**config.mk**
```make
export PLATFORM = sky130hd
export DESIGN_NAME = pwlc_front
export DESIGN_NICKNAME = d
export VERILOG_FILES = /design/src/hw/rtl/pwlc_pkg.sv /design/src/hw/rtl/pwlc_front.sv
export VERILOG_INCLUDE_DIRS = /design/src /design/src/hw/rtl
export SDC_FILE = /design/constraint.sdc
export NUM_CORES = 1
export LEC_CHECK = 0
export ABC_AREA = 0
export BUFFER_PORTS_ARGS = -buffer_cell sky130_fd_sc_hd__buf_2
export CORE_ASPECT_RATIO = 0.6
export CORE_UTILIZATION = 54
export CTS_CLUSTER_SIZE = 40
export DETAILED_ROUTE_END_ITERATION = 7
export PLACE_DENSITY = 0.81
export SYNTH_ARGS = -nofsm -noshare
export SYNTH_HDL_FRONTEND = slang
export SYNTH_SLANG_ARGS = --single-unit
```
**constraint.sdc**
```tcl
create_clock -name clk -period 9.5 [get_ports clk]
set_clock_uncertainty 0.2 [all_clocks]
set_input_delay 1.425 -clock clk [delete_from_list [all_inputs] [get_ports clk]]
set_output_delay 1.425 -clock clk [all_outputs]
set_load 0.03 [all_outputs]
```
**src/hw/rtl/assert_macros.svh**
```systemverilog
// ----------------------------------------------------------------------------
// Assertion macros
// Concurrent assertions clocked on clk and disabled while arst_n is low.
// ----------------------------------------------------------------------------
`ifndef ASSERT_MACROS_SVH
`define ASSERT_MACROS_SVH

// Same-cycle implication: cons must hold whenever ante holds.
`define ASSERT_IMPL(label, ante, cons, msg) \
	label: assert property (@(posedge clk) disable iff (!arst_n) (ante) |-> (cons)) \
		else $error(msg);

// Next-cycle implication: cons must hold in the cycle after ante holds.
`define ASSERT_NEXT(label, ante, cons, msg) \
	label: assert property (@(posedge clk) disable iff (!arst_n) (ante) |=> (cons)) \
		else $error(msg);

`endif

```
**src/hw/rtl/pwlc_pkg.sv**
```systemverilog
// ----------------------------------------------------------------------------
// pwlc_pkg
// Types and constants shared by the piecewise linear color map modules.
// ----------------------------------------------------------------------------
`timescale 1ns / 1ps
`default_nettype none

package pwlc_pkg;

	localparam int NUM_CHANNELS = 3;
	localparam int FRAC_BITS    = 16;
	localparam int COORD_W      = 17;
	localparam int INDEX_W      = 12;
	localparam int COUNT_W      = 13;
	localparam int PROD_W       = COORD_W + COUNT_W;
	localparam int QUOT_W       = 33;
	localparam int QUEUE_DEPTH  = 2;

	localparam logic [COUNT_W-1:0] COLOR_COUNT_RESET = 13'd256;

	localparam logic [1:0] CMD_CLEAR  = 2'd0;
	localparam logic [1:0] CMD_APPEND = 2'd1;
	localparam logic [1:0] CMD_QUERY  = 2'd2;

	localparam logic [1:0] STATUS_OK    = 2'd0;
	localparam logic [1:0] STATUS_FULL  = 2'd1;
	localparam logic [1:0] STATUS_EMPTY = 2'd2;

	localparam logic [7:0]  SAT8_MAX  = 8'hFF;
	localparam logic [15:0] SAT16_MAX = 16'hFFFF;

	typedef struct packed {
		logic [1:0]         cmd;
		logic [1:0]         channel;
		logic [COORD_W-1:0] point_x;
		logic [COORD_W-1:0] point_y;
		logic [INDEX_W-1:0] entry_index;
	} item_t;

	typedef struct packed {
		logic [7:0]  value_8;
		logic [15:0] value_16;
		logic [1:0]  status;
	} result_t;

	typedef enum logic [1:0] {
		OP_CLEAR,
		OP_APPEND,
		OP_QUERY,
		OP_NOP
	} op_t;

	typedef struct packed {
		op_t                op;
		logic               chan_ok;
		logic [1:0]         channel;
		logic [COORD_W-1:0] point_x;
		logic [COORD_W-1:0] point_y;
		logic [INDEX_W-1:0] entry_index;
	} qent_t;

	typedef enum logic [3:0] {
		ST_IDLE,
		ST_READ,
		ST_PROD,
		ST_CMP,
		ST_DIFF,
		ST_MUL_LO,
		ST_MUL_HI,
		ST_SUM,
		ST_DIV_INIT,
		ST_DIV,
		ST_DIV_END,
		ST_PUSH
	} state_t;

endpackage

`default_nettype wire

```
**src/hw/rtl/pwlc_front.sv**
```systemverilog
// ----------------------------------------------------------------------------
// pwlc_front
// Accepts input transactions, decodes the command and queues them.
// ----------------------------------------------------------------------------
`timescale 1ns / 1ps
`default_nettype none
`include "assert_macros.svh"

module pwlc_front (
	input  wire logic            clk,
	input  wire logic            arst_n,
	input  wire logic            item_valid,
	output logic                 item_stall,
	input  wire pwlc_pkg::item_t item,
	output logic                 q_valid,
	output pwlc_pkg::qent_t      q_entry,
	input  wire logic            q_pop
);
	import pwlc_pkg::*;

	localparam int PW  = (QUEUE_DEPTH > 1) ? $clog2(QUEUE_DEPTH) : 1;
	localparam int CNW = $clog2(QUEUE_DEPTH + 1);

	qent_t          cls;
	qent_t          entries_q [QUEUE_DEPTH];
	logic [PW-1:0]  wr_ptr_q, rd_ptr_q;
	logic [CNW-1:0] count_q;
	logic           push;

	// decode command and channel range
	always_comb begin
		cls.channel     = item.channel;
		cls.point_x     = item.point_x;
		cls.point_y     = item.point_y;
		cls.entry_index = item.entry_index;
		cls.chan_ok     = (item.channel < 2'(NUM_CHANNELS));
		case (item.cmd)
			CMD_CLEAR:  cls.op = OP_CLEAR;
			CMD_APPEND: cls.op = OP_APPEND;
			CMD_QUERY:  cls.op = OP_QUERY;
			default:    cls.op = OP_NOP;
		endcase
	end

	assign item_stall = (count_q == CNW'(QUEUE_DEPTH));
	assign push       = item_valid && !item_stall;
	assign q_valid    = (count_q != '0);
	assign q_entry    = entries_q[rd_ptr_q];

	always_ff @(posedge clk or negedge arst_n) begin
		if (!arst_n) begin
			wr_ptr_q <= '0;
			rd_ptr_q <= '0;
			count_q  <= '0;
		end else begin
			if (push) begin
				wr_ptr_q <= PW'(wr_ptr_q + 1'b1);
			end
			if (q_pop) begin
				rd_ptr_q <= PW'(rd_ptr_q + 1'b1);
			end
			if (push && !q_pop) begin
				count_q <= CNW'(count_q + 1'b1);
			end else if (!push && q_pop) begin
				count_q <= CNW'(count_q - 1'b1);
			end
		end
	end

	always_ff @(posedge clk) begin
		if (push) begin
			entries_q[wr_ptr_q] <= cls;
		end
	end

	`ASSERT_IMPL(a_pop_nonempty, q_pop, count_q != '0, "pop from empty queue")
	`ASSERT_IMPL(a_count_range, 1'b1, count_q <= CNW'(QUEUE_DEPTH), "queue count overflow")
	`ASSERT_NEXT(a_push_grows, push && !q_pop, count_q == CNW'($past(count_q) + 1'b1),
		"queue count did not advance on push")

endmodule

`default_nettype wire

```
-- Word-level counts from Yosys, hierarchy flattened
Memories as Yosys holds them, arrays and structs flattened.
Cells that the tools add are included.
- bits in registers: 4
- bits in latches: 0
- memory bits (writable): 102
- memory bits (read-only): 0
- bits of input ports: 54
- output and inout bits: 53
- logic and storage cells: 26
- memories: 1
- memories (memory ; words ; bits a word ; rd ports ; clocked after Yosys merged registers in ; wr ports ; line ; text):
    entries_q ; 2 ; 51 ; 1 ; 0 ; 1 ; pwlc_front.sv:25 ; qent_t entries_q [QUEUE_DEPTH];
- add/sub/neg operators: 4
- $mul: 0
- div/mod/pow operators: 0
- $lt $le $gt $ge: 1
- eq/ne operators: 3
- shifts and indexed selects: 0
- multiplexer cells: 5
- bitwise gates (word level): 0
- reduce and logical (&&, ||, !) cells: 9
- operator list (operator ; number):
    2-bit case mux with 3 select lines ; 1
    2-bit equality test, second input constant ; 2
    2-bit 2-to-1 mux ; 2
    2-bit nonzero test ; 2
    1-bit logical AND ; 3
    1-bit zero test ; 3
    1-bit adder, second input constant ; 2
    2-bit by 1-bit adder with 2-bit output, second input constant ; 1
    2-bit by 1-bit equality test with 1-bit output, second input constant ; 1
    2-bit zero test ; 1
    2-bit less-than comparator, second input constant ; 1
    1-bit 2-to-1 mux ; 2
    2-bit by 1-bit subtractor with 2-bit output, second input constant ; 1

-- Logic depth before layout (Yosys ltp)
Gate-level depths: netlist (run 1).
- word-level depth: 7
- mapped depth: 7
- mapped depth without buffers: 7

-- Least setup slack after synthesis (run 1)
OpenSTA, ideal clock, no wires.
- path kind: input -> register
- from: in item_valid
- to: mem entries_q[0][0] (netlist bit) (enable)
- arrival time: 3.653 ns
- setup slack: 5.187 ns
- cell stages on the path: 2
- buffers on the path: 0
- cell sequence: nand2_1 -> nor2_1
- longest elaborated chain between the ends: 3
- RTL lines (what ; line ; text):
    from (decl) ; pwlc_front.sv:12 ; input wire logic item_valid,
    1-bit logical AND ; pwlc_front.sv:46 ; assign push = item_valid && !item_stall;
    1-bit 2-to-1 mux ; pwlc_front.sv:71 ; if (push) begin
    1-bit 2-to-1 mux (implied by the code) ; pwlc_front.sv:72 ; entries_q[wr_ptr_q] <= cls;
    to (decl) ; pwlc_front.sv:25 ;
Every way passes these cells.

==> results of run 1 <==
## power groups by stage
| stage | Clock [mW] | Sequential, mW | Combinational, mW |
|---|---|---|---|
| 6_report | 0.374 | 0.729 | 0.600 |
| 3_3_place_gp | 0 | 0.734 | 0.603 |
| 4_1_cts | 0.384 | 0.733 | 0.608 |
| 3_5_place_dp | 0 | 0.743 | 0.605 |
| 2_1_floorplan | 0 | 0.677 | 0.561 |
| 5_1_grt | 0.400 | 0.745 | 0.635 |
## cell type report
cell class / count / area, um^2 / area share
clock buffer: 12 / 236 / 0.0472
clock inverter: 3 / 65.1 / 0.0130
inverter: 3 / 11.3 / 0.00225
multi-input combinational: 64 / 857 / 0.171
sequential: 106 / 3170 / 0.632
tap: 104 / 130 / 0.0260
timing repair buffer: 108 / 546 / 0.109
## worst max-delay path by stage
| stage | start | endpoint | slack, ns | depth (start not counted) |
|---|---|---|---|---|
| after floorplan | item_valid | entries_q[0][0] | 5.19 | 2 |
| after global placement | rd_ptr_q | q_entry[27] | 6.22 | 2 |
| after detailed placement | rd_ptr_q | q_entry[26] | 6.21 | 2 |
| after CTS | rd_ptr_q | q_entry[26] | 5.83 | 2 |
| after global routing | rd_ptr_q | q_entry[27] | 5.77 | 2 |
| final | rd_ptr_q | q_entry[27] | 5.87 | 2 |
## flip-flops by register name, indices dropped and copies added (netlist names)
name and flops:
count_q 2, entries_q 102, rd_ptr_q 1, wr_ptr_q 1
## metal layers
layer	GRT usage	wire length, um
met1	0.211	2810
met2	0.282	3030
met3	0.0743	530
met4	0.0664	85
met5	0	0
## cell usage after synthesis, drive strengths merged
cell type | instances | area share
dfrtp | 4 | 0.024
nor2 | 2 | 0.0018
or2 | 1 | 0.0015
xor2 | 3 | 0.0063
and3 | 1 | 0.0015
nand2b | 1 | 0.0015
buf | 6 | 0.027
mux2 | 51 | 0.18
xnor2 | 2 | 0.0042
edfxtp | 102 | 0.74
nand2 | 2 | 0.0018
ha | 1 | 0.0030
clkbuf | 2 | 0.0018
inv | 3 | 0.0027
## logic make-up (layout without fill, tap and decap cells)
| group | after synthesis | count (layout) |
|---|---|---|
| XOR/XNOR | 5 | 5 |
| adder cells (fa/ha/maj) | 1 | 1 |
| buffers and inverters | 11 | 126 |
| flip-flops | 106 | 106 |
| multiplexers | 51 | 51 |
| AND/OR/NAND/NOR | 7 | 7 |
## worst max-delay path: cells and delay by family (launching register included)
| kind | cells | cell delay (ns) |
|---|---|---|
| muxes | 1 | 0.41 |
| buffers and inverters | 1 | 0.17 |
| DFF | 1 | 1.06 |
## per-stage QoR
| stage | std cells | total power [mW] |
|---|---|---|
| floorplan | 181 | 1.24 |
| global placement | 385 | 1.34 |
| detailed placement | 385 | 1.35 |
| CTS | 400 | 1.73 |
| global route | 400 | 1.78 |
| finish | 400 | 1.70 |
==> reports/metrics.yaml, run 1 <==
cellPowerDensity_mw_per_mm2: 340
yosysSeqAreaShare: 0.764
worstPathArrival_ns: 2.01
grt_max_degree: 53
setup.worst_path.class: "reg -> out"
drc: 0
synth_compound_area_frac: 0
wl_per_cell_um: 16.1
ys_types: 16
clk_path_buf_depth: 2
avgSynthCellArea_um2: 22.9
tightest_slew_ns: 0.952
leakage_nw: 2.04
holdPathEnd: "count_q[1]"
htree_levels: 3
fp.dieW_um: 115
cap_violations: 0
die_height_um: 69.8
layout_common_cells: "buf_2 (106), edfxtp_1 (102), mux2_4 (49)"
cts_repair_resize_count: 0
hold_ws_ns: 0.289
nets: 347
clkPwrFrac: 0.220
finalSetupTns_ns: 0
finalCriticalPeriod_ns: 3.63
port-buffer-count: 106
clk_pin_slew_worst_paths_ns: 0.06
fillers: 509
worst_slack_ns: 5.87
worstHoldPathType: "reg -> reg"
rr_startpoint: "count_q[0]"
pwr-share-seq: 0.428
cts_root_buf: "clkbuf_16"
power.switching_uw: 577
gr-usage-all-layers: 0.176
antenna_cells: 0
cpMaxStageDelayCell: "dfrtp_4"
avgViaCountPerCell: 4.88
die_area_mm2: 0.00804
placed_area_mm2: 0.00471
synth-simple-area-share: 0.00816
setup_viol: 0
pwr-share-comb: 0.352
hold_depth: 1
worstPathRequired_ns: 7.88
overflow: 0
vias: 1950
drt-total-wl_um: 6450
fmax_mhz: 275
final_common_cell: "buf_2"
area_delta_synth_final_pct: 21.0
crit_path_max_incr_delay_ns: 1.06
syn_inst: 181
cts_setup_buffers: 0
cp_max_fo: 52
netlist_area_mm2: 0.00414
core_mm2: 0.00733
critPathCaptureType: "output port"
worstPathCellList: "mux2_2 > buf_2"
design_area_mm2: 0.00501
peakVddDrop_mv: 0.173
grt_pass1_vias: 1991
grt_setup_unrepaired: "false"
drive_above_1_share: 0.591
synth_xor_area_frac: 0.0106
ioPinCount: 107
drt_iter0_markers: 101
dpl_worst_slack_ns: 6.21
startpoint_type: "flop"
status: "complete, no violations"
synth_top_family_by_area: "multiplexers"
yosys.area_share.adder: 0.00302
slew_violations: 0
r2r_slack_ns: 7.22
swShare: 0.339
firstDrtPassIters: 6
min_from: "count_q[1]"
fin_crit_sh: 0.382
ant_nets: 0
reg2reg_to: "entries_q[0][0]"
slew_headroom: 0.365
cts_made_buffers: 9
synth.area.mux_share: 0.183
antenna_found_initial: 0
grt_pass1_wl_um: 9870
start_util: 0.565
reg2reg_depth: 4
place_congestion: 0.656
fin_util: 0.684
p_int_mw: 1.13
row_count: 24
ctsHoldBuffers: 0
synth_fp_nets: 236
finalHoldViolCount: 0
yosys_register_bits: 106
dpl.hpwl_um: 4130
yosys_warnings: 0
cts_sinks: 106
cts_tree: "built"
clk_latency_ns: 0.34
Note: power is estimated with default switching activity, not from simulation.
==> run 2, diff against run 1 <==
--- a/config.mk
+++ b/config.mk
@@ -6,13 +6,13 @@
 export SDC_FILE = /design/constraint.sdc
 export NUM_CORES = 1
 export LEC_CHECK = 0
-export ABC_AREA = 0
+export ABC_AREA = 1
 export BUFFER_PORTS_ARGS = -buffer_cell sky130_fd_sc_hd__buf_2
 export CORE_ASPECT_RATIO = 0.6
-export CORE_UTILIZATION = 54
+export CORE_UTILIZATION = 52
 export CTS_CLUSTER_SIZE = 40
 export DETAILED_ROUTE_END_ITERATION = 7
-export PLACE_DENSITY = 0.81
+export PLACE_DENSITY = 0.79
 export SYNTH_ARGS = -nofsm -noshare
 export SYNTH_HDL_FRONTEND = slang
 export SYNTH_SLANG_ARGS = --single-unit
==> constraint.sdc (replaced) <==
create_clock -name clk -period 3.5 [get_ports clk]
set_clock_uncertainty 0.2 [all_clocks]
set_input_delay 0.525 -clock clk [delete_from_list [all_inputs] [get_ports clk]]
set_output_delay 0.525 -clock clk [all_outputs]
set_load 0.03 [all_outputs]
==> reports/metrics.yaml, run 2 <==
reg.largest.list: "entries_q x102, count_q x2"
drt_iter0_markers: 111
cp_top_family: "flip-flops"
grt_pass1_vias: 2057
firstDrtPassIters: 4
dpl.hpwl_um: 4340
slew_headroom: 0.342
die_area_mm2: 0.00838
worstHoldPathType: "in -> reg"
cts_sinks: 106
synthTopCellsByCount: "edfxtp_1 (102), mux2_4 (49), nand2_1 (9), inv_1 (8), buf_12 (5)"
design_area_mm2: 0.00505
worstPathArrival_ns: 2.03
placed_area_mm2: 0.00474
drc: 0
setup_viol: 0
htree_levels: 3
cap_violations: 0
ant_nets: 0
clk_latency_ns: 0.34
yosys_warnings: 0
synth-edff-count: 102
largest_register_ffs: 102
fp.dieW_um: 117
finalSetupTns_ns: 0
crit_path_max_incr_delay_ns: 1.09
synth_xor_area_frac: 0.00421
synthArstFlopShare: 0.0377
grt_setup_unrepaired: "false"
vias: 2023
synthFlopType: "edfxtp_1"
finalCriticalPeriod_ns: 2.76
clk_path_buf_depth: 2
r2r_slack_ns: 1.33
synth_fp_nets: 246
seqCellArea_mm2: 0.00317
antenna_cells: 0
multi_input_area_um2: 857
drt-total-wl_um: 6500
row_count: 24
synth.area.mux_share: 0.182
status: "complete, no violations"
synth_top_cell_by_area: "edfxtp_1"
synth.most_common_cell: "edfxtp_1"
place_congestion: 0.695
wl_per_cell_um: 15.7
cp_num_buf_inv: 1
critPathCaptureType: "output port"
gr-usage-all-layers: 0.165
grt_pass1_wl_um: 10000
slew_violations: 0
die_height_um: 71.3
yosys-top-cells-area: "edfxtp_1 (74%), mux2_4 (18%), buf_12 (2.4%), dfrtp_1 (2.4%), nand2_1 (0.81%)"
startpoint_type: "flop"
cts_root_buf: "clkbuf_16"
grt_max_degree: 53
area_delta_synth_final_pct: 21.4
ioPinCount: 107
cellPowerDensity_mw_per_mm2: 909
fin_crit_sh: 0.787
worstPathRequired_ns: 2.77
fillers: 525
finalHoldViolCount: 0
port-buffer-count: 106
antenna_found_initial: 0
setup.worst_path.class: "reg -> out"
yosys.area_share.adder: 0.00301
nets: 360
worstPathCellList: "mux2_2 > buf_2"
cpMaxStageDelayCell: "dfrtp_4"
start_util: 0.554
core_mm2: 0.00751
tightest_slew_ns: 0.987
synth-simple-area-share: 0.0135
clk_pin_slew_worst_paths_ns: 0.07
overflow: 0
cts_tree: "built"
leakage_nw: 2.06
regMostFlops: "entries_q"
ys_types: 16
netlist_area_mm2: 0.00416
layout_common_cells: "buf_2 (106), edfxtp_1 (102), mux2_4 (49)"
fmax_mhz: 363
cts_made_buffers: 9
peakVddDrop_mv: 0.525
cp_max_fo: 52
drive_above_1_share: 0.577
synth_top_family_by_area: "multiplexers"
synth_compound_area_frac: 0.00120
synth_top_area_share: 0.736
final_common_cell: "buf_2"
yosysSeqAreaShare: 0.760
syn_inst: 191
avgViaCountPerCell: 4.89
avgSynthCellArea_um2: 21.8
yosys_register_bits: 106
[run 2: metal layers]
metal	vias to the layer above	GRT usage	part of all wire
met4	0	0.0556	0.012
li1	955	-	-
met2	91	0.262	0.47
met1	965	0.204	0.44
met3	12	0.0748	0.085
met5	-	0	0
[run 2: power breakdown]
part	internal, mW	switching (mW)	total [mW]
Combinational	0.699	0.955	1.65
Clock	0.554	0.417	0.970
Sequential	1.73	0.237	1.97
[run 2: final timing paths]
path	from	end	cells past startpoint
min in group asynchronous	arst_n	count_q[1]	2
max in group asynchronous	arst_n	rd_ptr_q	2
hold / removal	item[45]	entries_q[0][45]	1
setup reg to reg	count_q[1]	entries_q[1][14]	4
hold reg to reg	count_q[1]	count_q[1]	2
setup / recovery	rd_ptr_q	q_entry[26]	2
[run 2: per-stage QoR]
step	hold WS (ns)	util	total power [mW]	setup slack (ns)	std cells
finish	0.174	0.673	4.59	0.744	414
floorplan	0.0294	-	3.34	0.0718	191
CTS	0.159	0.673	4.64	0.729	414
global placement	0.139	0.632	3.64	1.11	397
detailed placement	0.141	0.632	3.67	1.11	397
global route	0.158	0.673	4.78	0.675	414
[run 2: cell type report]
| cell class | instances | share of cell area |
|---|---|---|
| Multi-Input combinational cell | 69 | 0.170 |
| Inverter | 8 | 0.00595 |
| Clock buffer | 10 | 0.0453 |
| Sequential cell | 106 | 0.627 |
| Tap cell | 104 | 0.0258 |
| Timing Repair Buffer | 111 | 0.113 |
| Clock inverter | 6 | 0.0134 |
[run 2: repair_timing]
item,CTS,global route
hold buffers,1,0
hold endpoints to repair,4,0
resized for setup,0,0
buffers inserted,0,0
[run 2: cells by family (layout without fill, tap and decap cells)]
kind of cell | after synthesis | count (layout)
xor+xnor | 2 | 2
buf+inv | 16 | 135
simple gates | 14 | 14
compound gates | 1 | 1
mux | 51 | 51
fa+ha+maj | 1 | 1
flops | 106 | 106
==> run 3, diff against run 2 <==
==> constraint.sdc (replaced) <==
create_clock -name clk -period 2.6 [get_ports clk]
set_clock_uncertainty 0.2 [all_clocks]
set_input_delay 0.39 -clock clk [delete_from_list [all_inputs] [get_ports clk]]
set_output_delay 0.39 -clock clk [all_outputs]
set_load 0.03 [all_outputs]
==> reports/metrics.yaml, run 3 (same netlist as run 2, synthesis figures left out) <==
clk_latency_ns: 0.34
htree_levels: 3
antenna_found_initial: 0
fp.dieW_um: 117
drt-total-wl_um: 6560
die_area_mm2: 0.00838
critPathCaptureType: "output port"
swShare: 0.355
grt_max_degree: 30
fmax_mhz: 466
peakVddDrop_mv: 0.694
setup.worst_path.class: "reg -> out"
cts_sinks: 106
nets: 362
power.switching_mw: 2.18
clk_pin_slew_worst_paths_ns: 0.07
wl_per_cell_um: 15.8
drc: 0
crit_path_max_incr_delay_ns: 0.51
final_common_cell: "buf_2"
setup_viol: 0
core_mm2: 0.00751
drt_iter0_markers: 116
cts_tree: "built"
gr-usage-all-layers: 0.168
dpl.hpwl_um: 4400
cellPowerDensity_mw_per_mm2: 1210
placed_area_mm2: 0.00480
fin_crit_sh: 0.826
largest_register_ffs: 102
status: "complete, no violations"
cap_violations: 0
multi_input_area_um2: 857
grt_setup_unrepaired: "false"
vias: 2034
firstDrtPassIters: 4
finalSetupTns_ns: 0
worstHoldPathType: "in -> reg"
start_util: 0.554
leakage_nw: 2.09
pwr-share-seq: 0.397
worstPathArrival_ns: 1.56
cts_root_buf: "clkbuf_16"
port-buffer-count: 106
finalHoldViolCount: 0
cp_max_fo: 29
avgViaCountPerCell: 4.89
slew_violations: 0
clk_path_buf_depth: 2
cpMaxStageDelayCell: "dfrtp_4"
cts_made_buffers: 9
die_height_um: 71.3
reg.largest.list: "entries_q x102, count_q x2"
design_area_mm2: 0.00508
p_int_mw: 3.97
pwr-share-comb: 0.405
worstPathCellList: "buf_12 > mux2_4 > buf_2"
grt_pass1_vias: 2016
tightest_slew_ns: 0.480
place_congestion: 0.750
antenna_cells: 0
ant_nets: 0
worstPathRequired_ns: 2.01
ioPinCount: 107
clkPwrFrac: 0.198
finalCriticalPeriod_ns: 2.15
cts_setup_buffers: 0
grt_pass1_wl_um: 10100
overflow: 0
drive_above_1_share: 0.580
layout_common_cells: "buf_2 (106), edfxtp_1 (102), mux2_4 (49)"
slew_headroom: 0.676
regMostFlops: "entries_q"
row_count: 24
seqCellArea_mm2: 0.00317
power_mw: 6.15
fillers: 516
startpoint_type: "flop"
area_delta_synth_final_pct: 22.0
-- run 3: worst max-delay path, delay by kind of cell, from the launching register on --
family	cells	cell delay [ns]
flops	1	0.51
mux	1	0.32
buf+inv	2	0.38
-- run 3: per-layer routing --
metal / vias up / GRT usage / part of all wire
li1: 955 / - / -
met1: 981 / 0.220 / 0.44
met2: 87 / 0.252 / 0.46
met3: 11 / 0.0804 / 0.085
met4: 0 / 0.0470 / 0.013
met5: - / 0 / 0
-- run 3: metrics by stage --
step	hold WS (ns)	setup slack [ns]	std cells	util
after global placement	-0.00143	0.713	399	0.639
after detailed placement	0.000437	0.681	399	0.639
final	0.0322	0.453	416	0.677
after floorplan	-0.106	0.0809	191	-
after CTS	0.0176	0.433	416	0.677
after global routing	0.0148	0.404	416	0.677
-- run 3: area by class of cell --
cell class / instances / area share
inverters: 8 / 0.00591
multi-input cells: 69 / 0.169
flip-flops and latches: 106 / 0.624
clock inverters: 7 / 0.00912
clock buffers: 9 / 0.0443
repair buffers: 113 / 0.123
well taps: 104 / 0.0256
-- run 3: power by group through the flow --
stage | combinational [mW] | clock (mW) | sequential [mW]
after detailed placement | 2.51 | 0 | 2.48
after global placement | 2.50 | 0 | 2.46
after global routing | 2.63 | 1.31 | 2.47
after CTS | 2.53 | 1.25 | 2.45
after floorplan | 2.05 | 0 | 2.45
final | 2.49 | 1.22 | 2.44
-- run 3: path summary, 6_finish.rpt --
path                             from                to  slack [ns]  depth (start not counted)
min in group asynchronous      arst_n        count_q[1]        0.22                          2
max                          rd_ptr_q        q_entry[9]        0.45                          3
min                          item[22]  entries_q[1][22]        0.03                          1
max in group asynchronous      arst_n          rd_ptr_q        1.85                          2
min reg2reg                count_q[1]        count_q[1]        0.28                          2
max reg2reg                count_q[1]   entries_q[0][7]        0.68                          6
-- run 3: what timing repair did --
item                      in CTS  in global routing
hold endpoints to repair       4                  0
hold buffers                   1                  0
resized for setup              0                  0
